**config.mk**
```make
export PLATFORM = sky130hd
export DESIGN_NAME = lrb_engine
export DESIGN_NICKNAME = d
export VERILOG_FILES = /design/src/hdl/lrb_pkg.sv /design/src/hdl/lrb_engine.sv
export SDC_FILE = /design/constraint.sdc
export NUM_CORES = 1
export LEC_CHECK = 0
export BUFFER_PORTS_ARGS = -buffer_cell sky130_fd_sc_hd__buf_2
export CAP_MARGIN = 20
export CORE_MARGIN = 4
export CORE_UTILIZATION = 58
export CTS_BUF_LIST = sky130_fd_sc_hd__clkbuf_8
export CTS_CLUSTER_DIAMETER = 60
export DETAILED_ROUTE_END_ITERATION = 10
export HOLD_SLACK_MARGIN = 0.08
export PLACE_DENSITY_LB_ADDON = 0.2
export SETUP_SLACK_MARGIN = 0.1
export SLEW_MARGIN = 20
export SYNTH_ARGS = -nofsm -noshare
export SYNTH_HDL_FRONTEND = slang
export SYNTH_SLANG_ARGS = --single-unit
```
**constraint.sdc**
```tcl
create_clock -name clk -period 8.7 [get_ports clk]
set_input_delay 0.87 -clock clk [delete_from_list [all_inputs] [get_ports clk]]
set_output_delay 0.87 -clock clk [all_outputs]
set_load 0.05 [all_outputs]
```
**src/hdl/lrb_pkg.sv**
```systemverilog
// ----------------------------------------------------------------------------
// Line ring buffer package
// Shared types, sizes and codes for the line ring buffer.
// ----------------------------------------------------------------------------
package lrb_pkg;

  localparam int BUFFER_DEPTH = 1024;
  localparam int PTR_W        = $clog2(BUFFER_DEPTH);
  localparam int CNT_W        = $clog2(BUFFER_DEPTH + 1);
  localparam int LEN_W        = 11;
  localparam int FREE_W       = 11;
  localparam int BYTE_W       = 8;

  localparam logic [BYTE_W-1:0] NEWLINE_BYTE = 8'h0A;

  typedef enum logic {
    ACT_WRITE = 1'b0,
    ACT_READ  = 1'b1
  } action_t;

  typedef enum logic [2:0] {
    ST_STORED      = 3'd0,
    ST_REJECTED    = 3'd1,
    ST_LINE_BYTE   = 3'd2,
    ST_END_OF_LINE = 3'd3,
    ST_NO_LINE     = 3'd4
  } status_t;

  typedef struct packed {
    logic              action;
    logic [BYTE_W-1:0] data_byte;
    logic              run_first;
    logic [LEN_W-1:0]  run_length;
  } item_t;

  typedef struct packed {
    status_t           status;
    logic [BYTE_W-1:0] line_byte;
    logic [FREE_W-1:0] free_space;
  } result_t;

  typedef struct packed {
    logic              en;
    logic [PTR_W-1:0]  addr;
    logic [BYTE_W-1:0] data;
  } mem_wr_t;

endpackage

```
**src/hdl/lrb_engine.sv**
```systemverilog
// ----------------------------------------------------------------------------
// Line ring buffer engine
// Pointer, wrap, newline and run state with the per-request update logic.
// ----------------------------------------------------------------------------
module lrb_engine
  import lrb_pkg::*;
(
  input  logic              clk,
  input  logic              rst,
  input  logic              advance,
  input  item_t             item,
  input  logic [BYTE_W-1:0] rd_data,
  output logic [PTR_W-1:0]  rd_addr,
  output mem_wr_t           mem_wr,
  output result_t           result
);

  logic [PTR_W-1:0]  write_pointer, write_pointer_next;
  logic [PTR_W-1:0]  read_pointer, read_pointer_next;
  logic              wrapped, wrapped_next;
  logic [CNT_W-1:0]  newline_count, newline_count_next;
  logic              run_rejected, run_rejected_next;
  logic              bypass_hit, bypass_hit_next;
  logic [BYTE_W-1:0] bypass_data;
  logic [CNT_W-1:0]  room;
  logic [CNT_W-1:0]  free_next;
  logic [BYTE_W-1:0] head_byte;
  status_t           status;
  logic [BYTE_W-1:0] line_byte;

  function automatic logic [CNT_W-1:0] space_of(logic [PTR_W-1:0] wp,
                                                logic [PTR_W-1:0] rp,
                                                logic             wr);
    logic [CNT_W-1:0] space;
    if (wr) begin
      space = (rp >= wp) ? (CNT_W'(rp) - CNT_W'(wp)) : '0;
    end else begin
      space = CNT_W'(BUFFER_DEPTH) - CNT_W'(wp) + CNT_W'(rp);
    end
    return space;
  endfunction

  always_comb begin
    room               = space_of(write_pointer, read_pointer, wrapped);
    head_byte          = bypass_hit ? bypass_data : rd_data;
    write_pointer_next = write_pointer;
    read_pointer_next  = read_pointer;
    wrapped_next       = wrapped;
    newline_count_next = newline_count;
    run_rejected_next  = run_rejected;
    status             = ST_NO_LINE;
    line_byte          = '0;
    mem_wr.en          = 1'b0;
    mem_wr.addr        = write_pointer;
    mem_wr.data        = item.data_byte;
    if (advance) begin
      if (item.action == ACT_WRITE) begin
        if (item.run_first) begin
          run_rejected_next = (item.run_length > room) || (room == '0);
        end
        if (run_rejected_next || (room == '0)) begin
          status = ST_REJECTED;
        end else begin
          status    = ST_STORED;
          mem_wr.en = 1'b1;
          if (item.data_byte == NEWLINE_BYTE) begin
            newline_count_next = newline_count + CNT_W'(1);
          end
          if (write_pointer == PTR_W'(BUFFER_DEPTH - 1)) begin
            write_pointer_next = '0;
            wrapped_next       = 1'b1;
          end else begin
            write_pointer_next = write_pointer + PTR_W'(1);
          end
        end
      end else if (newline_count != '0) begin
        if (read_pointer == PTR_W'(BUFFER_DEPTH - 1)) begin
          read_pointer_next = '0;
          wrapped_next      = 1'b0;
        end else begin
          read_pointer_next = read_pointer + PTR_W'(1);
        end
        if (head_byte == NEWLINE_BYTE) begin
          newline_count_next = newline_count - CNT_W'(1);
          status             = ST_END_OF_LINE;
        end else begin
          status    = ST_LINE_BYTE;
          line_byte = head_byte;
        end
      end
    end
    free_next         = space_of(write_pointer_next, read_pointer_next, wrapped_next);
    rd_addr           = read_pointer_next;
    bypass_hit_next   = mem_wr.en && (mem_wr.addr == read_pointer_next);
    result.status     = status;
    result.line_byte  = line_byte;
    result.free_space = FREE_W'(free_next);
  end

  always_ff @(posedge clk) begin
    if (rst) begin
      write_pointer <= '0;
      read_pointer  <= '0;
      wrapped       <= 1'b0;
      newline_count <= '0;
      run_rejected  <= 1'b0;
      bypass_hit    <= 1'b0;
    end else begin
      write_pointer <= write_pointer_next;
      read_pointer  <= read_pointer_next;
      wrapped       <= wrapped_next;
      newline_count <= newline_count_next;
      run_rejected  <= run_rejected_next;
      bypass_hit    <= bypass_hit_next;
    end
    bypass_data <= mem_wr.data;
  end

endmodule

```
==> impl_metrics.json <==
{
  "p_per_area_nw_per_um2": 116,
  "gp_congestion": 0.928,
  "path_class": "reg -> out",
  "yosysUniqueCellTypes": 77,
  "hold_class": "reg -> reg",
  "min_from": "newline_count[5]",
  "min_to": "newline_count[5]",
  "setup-tns-final_ns": 0,
  "crit_path_top_delay_cell": "a2111oi_4",
  "setup_violations": 0,
  "grt_overflow": 0,
  "synth_nets": 604,
  "postCtsResizedCells": 0,
  "cts_tree": "built",
  "portBuffers": 82,
  "route.detailed.drc": 0,
  "grt_first_pass_wirelength_um": 17900,
  "clock.fmax_mhz": 125,
  "synth_cells": 527,
  "timing.final.hold_violations": 0,
  "grt_pass1_vias": 3877,
  "power.total_uw": 549,
  "coreArea_sq_um": 6940,
  "cts_setup_buffers": 0,
  "slew_violations": 0,
  "p_leak_uw": 0.00214,
  "via_per_inst": 5.91,
  "worst_setup_path_end_kind": "output port",
  "synth-seq-area-share": 0.198,
  "finClkSkew_ns": 0.00690,
  "rsz0062_at_grt": "no",
  "yosys_warnings": 0,
  "async_reset_ff_frac": 0,
  "max_cap_viol_count": 0,
  "grt_use_total": 0.251,
  "drt_iter0_markers": 246,
  "drt-wirelength-per-cell_um": 16.0,
  "dieWidth_um": 93.5,
  "critPathRequiredTime_ns": 7.83,
  "drive_above_1_share": 0.210,
  "arrival_ns": 7.16,
  "dieArea_sq_um": 8750,
  "ios": 83,
  "slew-limit-headroom": 0.542,
  "dieHeight_um": 93.5,
  "synth_top_flop_cell": "dfxtp_1",
  "r2r_cells": 16,
  "postRouteWirelength_um": 11100,
  "final_cell_mix": "buf_2, nor2_1, nand2_1, ha_1, dfxtp_1",
  "clockRootBuffer": "clkbuf_8",
  "drt_pass1_iterations": 5,
  "synth_edf_count": 0,
  "synth-seq-cells": 42,
  "cts.sinks": 42,
  "critPathMaxFanout": 10,
  "cts_inserted_buffers": 5,
  "num_vias": 4093,
  "finalCritPeriodShare": 0.923,
  "max-vdd-ir-drop_uv": 79.8,
  "crit_path_start": "write_pointer[8]",
  "cts_hold_buf": 0,
  "start_kind": "register",
  "area_growth_pct": 11.9,
  "initial_utilization": 0.611,
  "worst_pin_slew_ns": 0.683,
  "hold_depth": 2,
  "htreeDepth": 2,
  "status": "finished, final reports clean",
  "ant_nets": 0,
  "cts_max_path_buffers": 2,
  "r2r_setup_slack_ns": 3.63,
  "cp_slowest_stage_delay_ns": 0.57,
  "r2r-start": "write_pointer[8]",
  "syn-cell-area_sq_um": 4240,
  "final_nets": 672,
  "n_antenna_cell": 0,
  "path_clk_slew_ns": 0.09,
  "rows": 30,
  "mostFrequentLayoutCell": "buf_2",
  "grt_max_degree": 32,
  "syn_area_per_cell_sq_um": 8.05,
  "insertion_delay_ns": 0.30,
  "fin_crit_ns": 8.03,
  "antenna_found_initial": 0,
  "r2r-end": "write_pointer[8]",
  "hpwlAfterDp_um": 8910
}
-- cells by family (layout without fill, tap and decap cells) --
family	count (synthesis)	count (layout)	synth area share
AOI/OAI and AO/OA	107	107	0.183
xor gates and xnor gates	38	38	0.0829
muxes	27	27	0.0705
adders and majority gates	45	45	0.138
buffers and inverters	50	119	0.0560
DFF	42	42	0.198
and+or+nand+nor	218	218	0.271
-- sequential cells by signal, summed over array words and instances (netlist names) --
signal / cells
newline_count: 11
read_pointer: 10
write_pointer: 10
bypass_data: 8
bypass_hit: 1
run_rejected: 1
wrapped: 1
-- worst max-delay path by stage --
stage                      end  cells past startpoint
floorplan           result[10]                     29
global placement    result[10]                     28
detailed placement  result[10]                     28
CTS                 result[10]                     28
global route        result[10]                     28
finish              result[10]                     28
-- metrics by stage --
| step | std cells | cell area, sq um | worst slack, ns | util | hold WS, ns |
|---|---|---|---|---|---|
| after floorplan | 527 | 4240 | 0.739 | - | 0.446 |
| after global routing | 692 | 4750 | 0.149 | 0.684 | 0.523 |
| final | 692 | 4750 | 0.670 | 0.684 | 0.492 |
| after global placement | 684 | 4650 | 1.39 | 0.670 | 0.460 |
| after detailed placement | 684 | 4650 | 1.02 | 0.670 | 0.473 |
| after CTS | 692 | 4740 | 0.667 | 0.683 | 0.490 |
-- worst max-delay path, delay by kind of cell (launching register included) --
family | cells | cell delay (ns)
adder cells (fa/ha/maj) | 4 | 1.31
AO/OA/AOI/OAI | 11 | 2.64
buffers and inverters | 4 | 0.68
multiplexers | 2 | 0.33
flip-flops | 1 | 0.51
AND/OR/NAND/NOR | 7 | 1.39
-- metal layers --
| metal | wire length [um] | part of all wire | GRT usage | up-vias |
|---|---|---|---|---|
| li1 | - | - | - | 2041 |
| met1 | 4930 | 0.44 | 0.329 | 1872 |
| met2 | 5200 | 0.47 | 0.434 | 164 |
| met3 | 824 | 0.074 | 0.0362 | 16 |
| met4 | 138 | 0.012 | 0.0598 | 0 |
| met5 | 0 | 0 | 0 | - |
-- where the power goes --
part / internal, uW / total, uW / switching (uW)
Combinational: 75.3 / 216 / 141
Clock: 58.0 / 133 / 75.2
Sequential: 195 / 200 / 4.14
-- final cells by class --
type / count / area, sq um
Multi-Input combinational cell: 435 / 3170
Clock inverter: 3 / 25.0
Clock buffer: 5 / 68.8
Tap cell: 96 / 120
Fill cell: 583 / 2200
Timing Repair Buffer: 83 / 418
Sequential cell: 42 / 841
Inverter: 28 / 108
-- synth_stat cells (10+ instances only) --
cell type	instances	area, sq um
xor2_1	13	114
nor2b_1	13	81.3
dfxtp_1	42	841
xnor2_1	24	210
nand2_1	42	158
nand3_1	19	95.1
ha_1	42	526
and2_1	12	75.1
a21oi_1	33	165
nor3_1	17	85.1
inv_1	26	97.6
nand4_1	10	62.6
o21ai_0	12	60.1
mux2i_1	16	160
nor2_1	57	214
(Power assumes the default switching activity.)
